### config.mk
export PLATFORM = sky130hd
export DESIGN_NAME = bfs_hop_distance
export DESIGN_NICKNAME = d
export VERILOG_FILES = /design/src/rtl/bhd_pkg.sv /design/src/rtl/bhd_ram.sv /design/src/rtl/bhd_pick.sv /design/src/rtl/bfs_hop_distance.sv
export SDC_FILE = /design/constraint.sdc
export NUM_CORES = 2
export LEC_CHECK = 0
export BUFFER_PORTS_ARGS = -buffer_cell sky130_fd_sc_hd__buf_2
export CAP_MARGIN = 5
export CORE_MARGIN = 2
export CORE_UTILIZATION = 41
export DETAILED_ROUTE_END_ITERATION = 8
export GPL_TIMING_DRIVEN = 0
export PLACE_DENSITY = 0.67
export SYNTH_ARGS = -nofsm -noshare
export SYNTH_HDL_FRONTEND = slang
export SYNTH_HIERARCHICAL = 1
export SYNTH_SLANG_ARGS = --single-unit
### constraint.sdc
create_clock -name clk -period 17 [get_ports clk]
set_input_delay 2.55 -clock clk [delete_from_list [all_inputs] [get_ports clk]]
set_output_delay 2.55 -clock clk [all_outputs]
set_load 0.01 [all_outputs]
### src/rtl/bhd_pkg.sv
package bhd_pkg;

  localparam int ROW_COUNT     = 64;
  localparam int NODE_W        = 6;
  localparam int DIST_W        = 6;
  localparam int DEF_MAX_NODES = 64;

  localparam logic [1:0] OP_CLEAR = 2'd0;
  localparam logic [1:0] OP_ADD   = 2'd1;
  localparam logic [1:0] OP_QUERY = 2'd2;

endpackage

### src/rtl/bhd_ram.sv
module bhd_ram #(
  parameter int WIDTH = 64,
  parameter int DEPTH = 64
) (
  input  logic                                      clk,
  input  logic                                      we,
  input  logic [(DEPTH > 1 ? $clog2(DEPTH) : 1)-1:0] waddr,
  input  logic [WIDTH-1:0]                          wdata,
  input  logic [(DEPTH > 1 ? $clog2(DEPTH) : 1)-1:0] raddr,
  output logic [WIDTH-1:0]                          rdata
);

  logic [WIDTH-1:0] mem [DEPTH];

  always_ff @(posedge clk) begin
    if (we) begin
      mem[waddr] <= wdata;
    end
    rdata <= mem[raddr];
  end

endmodule

### src/rtl/bhd_pick.sv
module bhd_pick #(
  parameter int WIDTH = 64,
  parameter int IDX_W = 6
) (
  input  logic [WIDTH-1:0] pool,
  output logic             any,
  output logic [WIDTH-1:0] onehot,
  output logic [IDX_W-1:0] idx
);

  // Two's complement isolates the lowest set bit in one add.
  assign onehot = pool & (~pool + WIDTH'(1));
  assign any    = |pool;

  always_comb begin
    idx = '0;
    for (int i = 0; i < WIDTH; i++) begin
      if (onehot[i]) begin
        idx = idx | IDX_W'(i);
      end
    end
  end

endmodule

### src/rtl/bfs_hop_distance.sv
// Clear completes as it is accepted; add-edge writes row A, reads row B, then writes row B.
// A query with an out-of-range node or with source equal to target goes straight to the
// emit state, which registers its result. A search issues one adjacency row read per
// reached node and steps level by level; the single adjacency RAM read port paces it.
// Throughput: one transaction at a time; input stalls until the current one is finished.
// Reset clears the control state and the per-row valid bits, so the graph is empty at once.
module bfs_hop_distance
  import bhd_pkg::*;
#(
  parameter int MAX_NODES = DEF_MAX_NODES
) (
  input  logic              clk,
  input  logic              rst,
  input  logic              in_valid,
  output logic              in_stall,
  input  logic [1:0]        opcode,
  input  logic [NODE_W-1:0] node_a,
  input  logic [NODE_W-1:0] node_b,
  output logic              out_valid,
  input  logic              out_stall,
  output logic              reachable,
  output logic [DIST_W-1:0] hop_count
);

  localparam int NODE_LIMIT = (MAX_NODES < ROW_COUNT) ? MAX_NODES : ROW_COUNT;
  localparam int IDX_W      = $clog2(NODE_LIMIT);
  localparam logic [NODE_W:0] LIMIT_VAL = (NODE_W + 1)'(NODE_LIMIT);

  typedef enum logic [5:0] {
    S_IDLE     = 6'b000001,
    S_ADD_WR_A = 6'b000010,
    S_ADD_RD_B = 6'b000100,
    S_ADD_WR_B = 6'b001000,
    S_SEARCH   = 6'b010000,
    S_EMIT     = 6'b100000
  } state_t;

  state_t                state;
  logic [NODE_LIMIT-1:0] row_vld;
  logic                  rd_ok;
  logic [IDX_W-1:0]      edge_a;
  logic [IDX_W-1:0]      edge_b;
  logic [IDX_W-1:0]      tgt;
  logic [NODE_LIMIT-1:0] visited;
  logic [NODE_LIMIT-1:0] frontier;
  logic [NODE_LIMIT-1:0] next_front;
  logic [DIST_W-1:0]     level;
  logic                  pend;
  logic                  res_found;
  logic [DIST_W-1:0]     res_dist;

  logic                  a_in;
  logic                  b_in;
  logic [IDX_W-1:0]      a_idx;
  logic [IDX_W-1:0]      b_idx;
  logic                  ram_we;
  logic [IDX_W-1:0]      ram_waddr;
  logic [NODE_LIMIT-1:0] ram_wdata;
  logic [IDX_W-1:0]      ram_raddr;
  logic [NODE_LIMIT-1:0] ram_rdata;
  logic [NODE_LIMIT-1:0] row_eff;
  logic [NODE_LIMIT-1:0] fresh;
  logic                  pick_any;
  logic [NODE_LIMIT-1:0] pick_onehot;
  logic [IDX_W-1:0]      pick_idx;

  assign a_in  = {1'b0, node_a} < LIMIT_VAL;
  assign b_in  = {1'b0, node_b} < LIMIT_VAL;
  assign a_idx = node_a[IDX_W-1:0];
  assign b_idx = node_b[IDX_W-1:0];

  assign in_stall = (state != S_IDLE);

  // A row that was never written since the last clear reads as empty.
  assign row_eff = rd_ok ? ram_rdata : '0;
  assign fresh   = pend ? (row_eff & ~visited) : '0;

  always_comb begin
    ram_we    = 1'b0;
    ram_waddr = edge_a;
    ram_wdata = row_eff | (NODE_LIMIT'(1) << edge_b);
    unique case (state)
      S_IDLE:     ram_raddr = a_idx;
      S_ADD_RD_B: ram_raddr = edge_b;
      S_SEARCH:   ram_raddr = pick_idx;
      default:    ram_raddr = edge_a;
    endcase
    if (state == S_ADD_WR_A) begin
      ram_we = 1'b1;
    end else if (state == S_ADD_WR_B) begin
      ram_we    = 1'b1;
      ram_waddr = edge_b;
      ram_wdata = row_eff | (NODE_LIMIT'(1) << edge_a);
    end
  end

  bhd_ram #(
    .WIDTH (NODE_LIMIT),
    .DEPTH (NODE_LIMIT)
  ) u_adj (
    .clk   (clk),
    .we    (ram_we),
    .waddr (ram_waddr),
    .wdata (ram_wdata),
    .raddr (ram_raddr),
    .rdata (ram_rdata)
  );

  bhd_pick #(
    .WIDTH (NODE_LIMIT),
    .IDX_W (IDX_W)
  ) u_pick (
    .pool   (frontier),
    .any    (pick_any),
    .onehot (pick_onehot),
    .idx    (pick_idx)
  );

  always_ff @(posedge clk) begin
    rd_ok <= row_vld[ram_raddr];
  end

  always_ff @(posedge clk) begin
    if (rst) begin
      state     <= S_IDLE;
      row_vld   <= '0;
      pend      <= 1'b0;
      out_valid <= 1'b0;
    end else begin
      if (out_valid && !out_stall && state != S_EMIT) begin
        out_valid <= 1'b0;
      end
      unique case (state)
        S_IDLE: begin
          if (in_valid) begin
            case (opcode)
              OP_CLEAR: row_vld <= '0;
              OP_ADD: begin
                if (a_in && b_in) begin
                  edge_a <= a_idx;
                  edge_b <= b_idx;
                  state  <= S_ADD_WR_A;
                end
              end
              OP_QUERY: begin
                if (!(a_in && b_in)) begin
                  res_found <= 1'b0;
                  res_dist  <= '0;
                  state     <= S_EMIT;
                end else if (a_idx == b_idx) begin
                  res_found <= 1'b1;
                  res_dist  <= '0;
                  state     <= S_EMIT;
                end else begin
                  visited    <= NODE_LIMIT'(1) << a_idx;
                  frontier   <= NODE_LIMIT'(1) << a_idx;
                  next_front <= '0;
                  level      <= '0;
                  pend       <= 1'b0;
                  tgt        <= b_idx;
                  state      <= S_SEARCH;
                end
              end
              default: ;
            endcase
          end
        end
        S_ADD_WR_A: begin
          row_vld[edge_a] <= 1'b1;
          state           <= S_ADD_RD_B;
        end
        S_ADD_RD_B: state <= S_ADD_WR_B;
        S_ADD_WR_B: begin
          row_vld[edge_b] <= 1'b1;
          state           <= S_IDLE;
        end
        S_SEARCH: begin
          // The row fetched last cycle is merged while the next frontier node is fetched.
          if (fresh[tgt]) begin
            res_found <= 1'b1;
            res_dist  <= level + DIST_W'(1);
            pend      <= 1'b0;
            state     <= S_EMIT;
          end else begin
            visited    <= visited | fresh;
            next_front <= next_front | fresh;
            if (pick_any) begin
              frontier <= frontier & ~pick_onehot;
              pend     <= 1'b1;
            end else begin
              pend <= 1'b0;
              if (!pend) begin
                if (next_front == '0) begin
                  res_found <= 1'b0;
                  res_dist  <= '0;
                  state     <= S_EMIT;
                end else begin
                  frontier   <= next_front;
                  next_front <= '0;
                  level      <= level + DIST_W'(1);
                end
              end
            end
          end
        end
        S_EMIT: begin
          if (!out_valid || !out_stall) begin
            out_valid <= 1'b1;
            reachable <= res_found;
            hop_count <= res_dist;
            state     <= S_IDLE;
          end
        end
        default: state <= S_IDLE;
      endcase
    end
  end

  a_unreach_zero: assert property (@(posedge clk) disable iff (rst)
    out_valid && !reachable |-> hop_count == '0)
    else $error("unreachable result carries a nonzero hop count");

  a_sets_visited: assert property (@(posedge clk) disable iff (rst)
    state == S_SEARCH |-> ((frontier | next_front) & ~visited) == '0)
    else $error("frontier node not marked visited");

  a_visited_grows: assert property (@(posedge clk) disable iff (rst)
    state == S_SEARCH && $past(state) == S_SEARCH |-> ($past(visited) & ~visited) == '0)
    else $error("visited mark lost during search");

endmodule
==> Word level (Yosys, flattened, before mapping) <==
Memory sizes are Yosys's and may differ from the RTL's. A register that Yosys moved wholly into a read port is not among the register bits.
Cells that the tools add are included.
{ "classes": {"addsub": 2, "order_cmp": 6, "n_eq_ne": 28, "shift": 3, "n_mux": 408, "bitwise_logic": 13, "n_reduce_logical": 28} }
{ "op_table": {"columns": ["operator", "count"], "rows": [
  ["two-way mux 64 bit", 87],
  ["two-way mux 6 bit", 195],
  ["OR 64 bit", 6],
  ["one-hot mux 64 bit (2 select lines)", 3],
  ["bitwise AND 64 bit", 3],
  ["NOT 64 bit", 3],
  ["one-hot mux 64 bit (3 select lines)", 1],
  ["left shift 1 x 6 -> 64 bit, first input constant", 3],
  ["two-way mux 1 bit", 81],
  ["two-way mux 5 bit", 16],
  ["adder 64 x 1 -> 64 bit, second input constant", 1],
  ["logical NOT 64 bit", 1],
  ["OR reduction 64 bit", 1],
  ["one-hot mux 6 bit (2 select lines)", 3],
  ["two-way mux 4 bit", 8],
  ["one-hot mux 6 bit (5 select lines)", 1],
  ["< comparator 6 x 7 -> 1 bit, second input constant", 4],
  ["inequality test 3 bit, second input constant", 8],
  ["inequality test 4 bit, second input constant", 5],
  ["one-hot mux 6 bit (3 select lines)", 1],
  ["AND reduction 8 bit", 2],
  ["binary-select mux 1 bit (select 6 bit)", 2],
  ["demux 1 bit (select 6 bit)", 2],
  [">= comparator 6 x 1 -> 1 bit, second input constant", 2],
  ["31 further kinds", 49]
]} }
{ "word_totals": {"ff_bits": 303, "mem_bits_rw": 4096, "input_bits": 18, "output_inout_bits": 9, "word_cells": 505, "mem_count": 1} }
{ "memory_table": {"columns": ["memory", "words", "word_bits", "read_ports", "rd_clocked_by_memory_dff", "wr", "line", "text"], "rows": [
  ["u_adj.mem", 64, 64, 1, 1, 1, "bhd_ram.sv:13", "logic [WIDTH-1:0] mem [DEPTH];"]
]} }

==> Longest topological paths before layout <==
{ "logic_depth": {"word_depth": 69, "mapped_depth": 25, "depth_no_buf": 16} }

==> Hierarchy <==
Netlist, hierarchy kept.
{ "by_module_without_submodules": {"columns": ["mod", "n_inst", "cells_each", "area_per_inst_um2", "seq_area_each_um2"], "rows": [
  ["bhd_ram", 1, 6812, 156888.0, 124279.2],
  ["bfs_hop_distance", 1, 1900, 17061.4, 8368.0],
  ["bhd_pick", 1, 289, 1726.7, 0.0]
]} }

==> Worst setup path before layout <==
No wires, ideal clock.
{ "synth_path": {"path_type": "reg2reg", "from": "reg state[5]", "to": "mem u_adj.mem[48][0] (enable)", "setup_time_ns": 0.565, "t_arrival_ns": 7.075, "required_ns": 16.435, "path_slack_ns": 9.360, "stages_incl_launch_ff": 12, "n_path_buf": 5, "period_less_slack_ns": 7.640, "cell_sequence": "dfxtp_1 or4_1 buf_6 or3b_2 buf_2 buf_2 clkbuf_1 nand2_1 nand2_1 clkbuf_1 or3_1 nor3_1"} }
{ "synth_between": {"elab_cells_between_ends": 10, "cone_classes": "eq/ne (2); mux (8)"} }
{ "synth_lines": {"columns": ["item", "line", "text"], "rows": [
  ["from (decl)", "bfs_hop_distance.sv:38", "state_t state;"],
  ["from (signal assigned)", "bfs_hop_distance.sv:125", "state <= S_IDLE;"],
  ["from (signal assigned)", "bfs_hop_distance.sv:142", "state <= S_ADD_WR_A;"],
  ["from (signal assigned)", "bfs_hop_distance.sv:149", "state <= S_EMIT;"],
  ["== test 6 x 4 -> 1 bit", "bfs_hop_distance.sv:90", "end else if (state == S_ADD_WR_B) begin"],
  ["two-way mux 6 bit", "bfs_hop_distance.sv:90", null],
  ["two-way mux 6 bit", "bfs_hop_distance.sv:88", "if (state == S_ADD_WR_A) begin"],
  ["two-way mux 6 bit *", "bfs_hop_distance.sv:88", null],
  ["named net ram_waddr[1]", "bfs_hop_distance.sv:57", "logic [IDX_W-1:0] ram_waddr;"],
  ["to (decl)", "bhd_ram.sv:13", null]
]} }
Mark *: on every way through the listed nets, which the timed path passes. The rest lies on a longest branch. The select of a mux whose other input is x is not followed.

==> Worst setup path after layout <==
{ "layout_path": {"from": "reg frontier[1]", "to": "reg u_adj.rdata[12] (read register of u_adj.mem)"} }
{ "layout_between": {"elab_cells_between_ends": 67, "cone_classes": "add/sub (1); mux (64); bitwise (2)"} }
{ "layout_lines": {"columns": ["item", "line", "text"], "rows": [
  ["from (decl)", "bfs_hop_distance.sv:45", "logic [NODE_LIMIT-1:0] frontier;"],
  ["from (signal assigned)", "bfs_hop_distance.sv:156", "frontier <= NODE_LIMIT'(1) << a_idx;"],
  ["from (signal assigned)", "bfs_hop_distance.sv:188", "frontier <= frontier & ~pick_onehot;"],
  ["from (signal assigned)", "bfs_hop_distance.sv:198", "frontier <= next_front;"],
  ["NOT 64 bit", "bhd_pick.sv:12", "assign onehot = pool & (~pool + WIDTH'(1));"],
  ["adder 64 x 1 -> 64 bit", "bhd_pick.sv:12", null],
  ["bitwise AND 64 bit", "bhd_pick.sv:12", null],
  ["named net pick_onehot[46]", "bfs_hop_distance.sv:64", "logic [NODE_LIMIT-1:0] pick_onehot;"],
  ["two-way mux 6 bit (18 in a row)", "bhd_pick.sv:18", "if (onehot[i]) begin"],
  ["named net pick_idx[2]", "bfs_hop_distance.sv:65", "logic [IDX_W-1:0] pick_idx;"],
  ["one-hot mux 6 bit (3 select lines)", "bfs_hop_distance.sv:82", "unique case (state)"],
  ["named net ram_raddr[2]", "bfs_hop_distance.sv:59", "logic [IDX_W-1:0] ram_raddr;"],
  ["to (decl)", "bhd_ram.sv:10", "output logic [WIDTH-1:0] rdata"]
]} }
The timed path passes the listed nets, and every way through them passes these cells.
A chain may end at the register's enable or synchronous reset.

==> metrics.txt <==
outcome=finished with violations; failing checks=DRC; Max Freq=around 110 MHz; first-pass GRT wire length=between 700000 and 800000 um; CP Launch Type=flip-flop; Fin. Hold Viols=0; DR WL/cell=34.0 um; Iteration-0 DRC Markers=14700; top-count cell post-synth=edfxtp_1; max_slew headroom=0.0137; DRT Wirelength=about 540000 um; clock network power share=0.309; Synthesis Warnings=6; #FFs+latches synth=between 4000 and 5000; Clock transition at path regs=0.06 ns; EDFF count, synth=4326; PostCTS Resize Cnt=0; routed via count=98400; top_reg_cell synth=edfxtp_1; Die Width=about 660 um; die area=434000 um^2; mux contribution to synthesized area=0.142; Final setup viols=0; Simple-Gate Fraction of Synth Area=0.0461; LEAKAGE=roughly 64 nW; HP Class=reg2reg; largest area contributor in the netlist=edfxtp_1; Final Non-Filler Cells=between 15000 and 20000; CTS tree=done; clock skew=0.117 ns; synthesized area=176000 um^2; H-tree lvl count=5; area delta synth->final=16.2%; Initial Util=0.411; largest family of logic cells by synthesized area=multiplexers; cell internal pwr=0.0213 W; number of buffers added on ports=25; Flop pwr share=0.430; Pins Over Slew Limit=0; Final WS setup=around 8.3 ns; Mapped Avg Cell Area=19.5 um^2; Total GRT Usage=0.243; maximum clock path buffer count=4; worst path required time=~18 ns; Worst-Margin Slew=around 1.5 ns; Crit-path slowest cell=o22ai_1; max cap viols=0; HPWL after DPL=~370000 um; Crit Path Category=reg2reg; CP peak stage delay=between 0.9 and 1 ns; GPL Wtd Cong=approximately 0.92; Num Clock Sinks=4463; Crit path max-delay family=simple AND/OR/NAND/NOR gates; CP dominant cell by count=buf_2; Gate power share=0.260; Final nets=9743; TritonCTS buffer count=around 430; switching power=~0.01 W; Die Height=659 um; fin crit share=0.513; register area share after synthesis=0.755; Worst Setup End Kind=flip-flop; vias per cell=6.23; XOR/XNOR Fraction of Synth Area=0.000548; Sum Neg Setup Slack=0 ns; Pwr Density=between 150 and 200 nW/um^2; # hold bufs at CTS=0; dpl ws=about 8.6 ns; Ports=27; synth top area cells=edfxtp_1 (74%), mux4_2 (13%), dfxtp_1 (1.6%), mux2i_1 (1.0%), nand2_1 (0.88%); worst vdd ir=about 110 uV; crit path buf inv count=7; switching power share of the total=0.316; DR pass1 iterations=9; DP Area=about 190000 um^2; Synth top area share=0.739; clk root buf=clkbuf_16; Adder-Cell Fraction of Synth Area=0.0000712; number of global-route vias before repair=~97000; clk_lat worst skew=1.05 ns; CORE AREA=427000 um^2; pin count of the biggest net entering global routing=84; Mapped Cells=around 9000; RSZ-0062 raised after global routing=no; Max Fanout on Critical Path=10; Inst Count DP=15000; Total Power Consumption=between 0.03 and 0.04 W; initial antenna violation count=between 40 and 50; fraction of layout instances using a drive strength above 1=0.235; # DRC=3; fraction of registers with async set or reset after synthesis=0; Rows=240; Compound-Gate Fraction of Synth Area=0.0386; synth unique cells=between 80 and 90; Post-DRT Antenna Nets=0; fin area=204000 um^2; post-CTS setup buffer count=0; Worst EP arrival=a little under 10 ns; fin crit period=around 8.7 ns; Synth top cells by count=edfxtp_1 (4326), mux4_2 (1027), nand2_1 (412), nor2_1 (392), nand3_1 (303); remaining global-route overflow=0; Post-Syn Nets=around 9000; CP cell instances=or4_4 > buf_6 > nor4_4 > and3_1 > buf_4 > nand2_1 > nor3_2 > nor4_1 > nand4_1 > nand2_1 > or3_1 > o2111a_1 > inv_2 > buf_2 > buf_2 > buf_2 > clkbuf_1 > a211oi_1 > o22ai_1 > and3_1
==> area by class of cell <==
cell class	count	area [um^2]
antenna	27	67.6
buffer	559	2730
clock buffer	556	11400
clock inverter	231	2710
fill	34400	223000
inverter	102	388
multi-input combinational	3877	41500
sequential	4463	133000
tap	5687	7120
timing repair buffer	294	5480
==> layout by cell type, fill, tap and decap left out, types with 67 or more instances in the layout <==
cell	n
edfxtp_1	4326
mux4_2	1027
clkbuf_16	429
nand2_1	412
clkbuf_1	380
nor2_1	328
nand3_1	303
a21oi_1	220
buf_12	215
o22ai_1	206
buf_2	195
mux2i_1	181
dfxtp_1	137
a22oi_1	134
a31oi_1	119
inv_1	99
nand4_1	99
clkinv_1	82
or3_1	67
==> worst paths after layout <==
path / start / endpoint / slack [ns] / depth (start not counted)
setup / recovery: frontier[1] / u_adj/rdata[12] / 8.28 / 20
hold / removal: res_dist[5] / hop_count[5] / 0.42 / 0
setup reg to reg: frontier[1] / u_adj/rdata[12] / 8.28 / 20
hold reg to reg: res_dist[5] / hop_count[5] / 0.42 / 0
==> logic make-up (layout without fill, tap and decap cells) <==
family / after synthesis / count (layout)
DFF: 4463 / 4463
adders and majority gates: 1 / 1
and+or+nand+nor: 1635 / 1635
buffers and inverters: 661 / 1742
xor gates and xnor gates: 11 / 11
muxes: 1208 / 1208
AOI/OAI and AO/OA: 1022 / 1022
other: 0 / 27
==> through the flow <==
stage / hold WS (ns) / utilization
global placement: 0.413 / 0.428
global route: 0.431 / 0.478
floorplan: 0.400 / -
CTS: 0.422 / 0.478
detailed placement: 0.406 / 0.445
finish: 0.423 / 0.478
==> per-layer routing <==
metal	track usage	vias to the layer above	share of wire	wire, um
met4	0.106	16	0.051	27400
met1	0.317	51900	0.36	194000
li1	-	38900	-	-
met5	0	-	0.00018	95
met3	0.0614	1255	0.12	64800
met2	0.385	6368	0.47	251000
==> power groups by stage <==
stage,registers [W],clock network [W],logic [W]
final,0.0134,0.00961,0.00809
after floorplan,0.0135,0,0.00447
after global routing,0.0134,0.0101,0.00837
after detailed placement,0.0136,0,0.00793
after global placement,0.0139,0,0.00738
after CTS,0.0133,0.00969,0.00796
==> sequential cells by signal, summed over array words and instances (netlist names), 6 cells and up <==
register and count:
level 6, tgt 6, hop_count 6, u_adj/rdata 64
next_front 64, res_dist 6, row_vld 64, visited 64
u_adj/mem 4096, edge_b 6, state 6, edge_a 6
frontier 64
(Power assumes the default switching activity.)
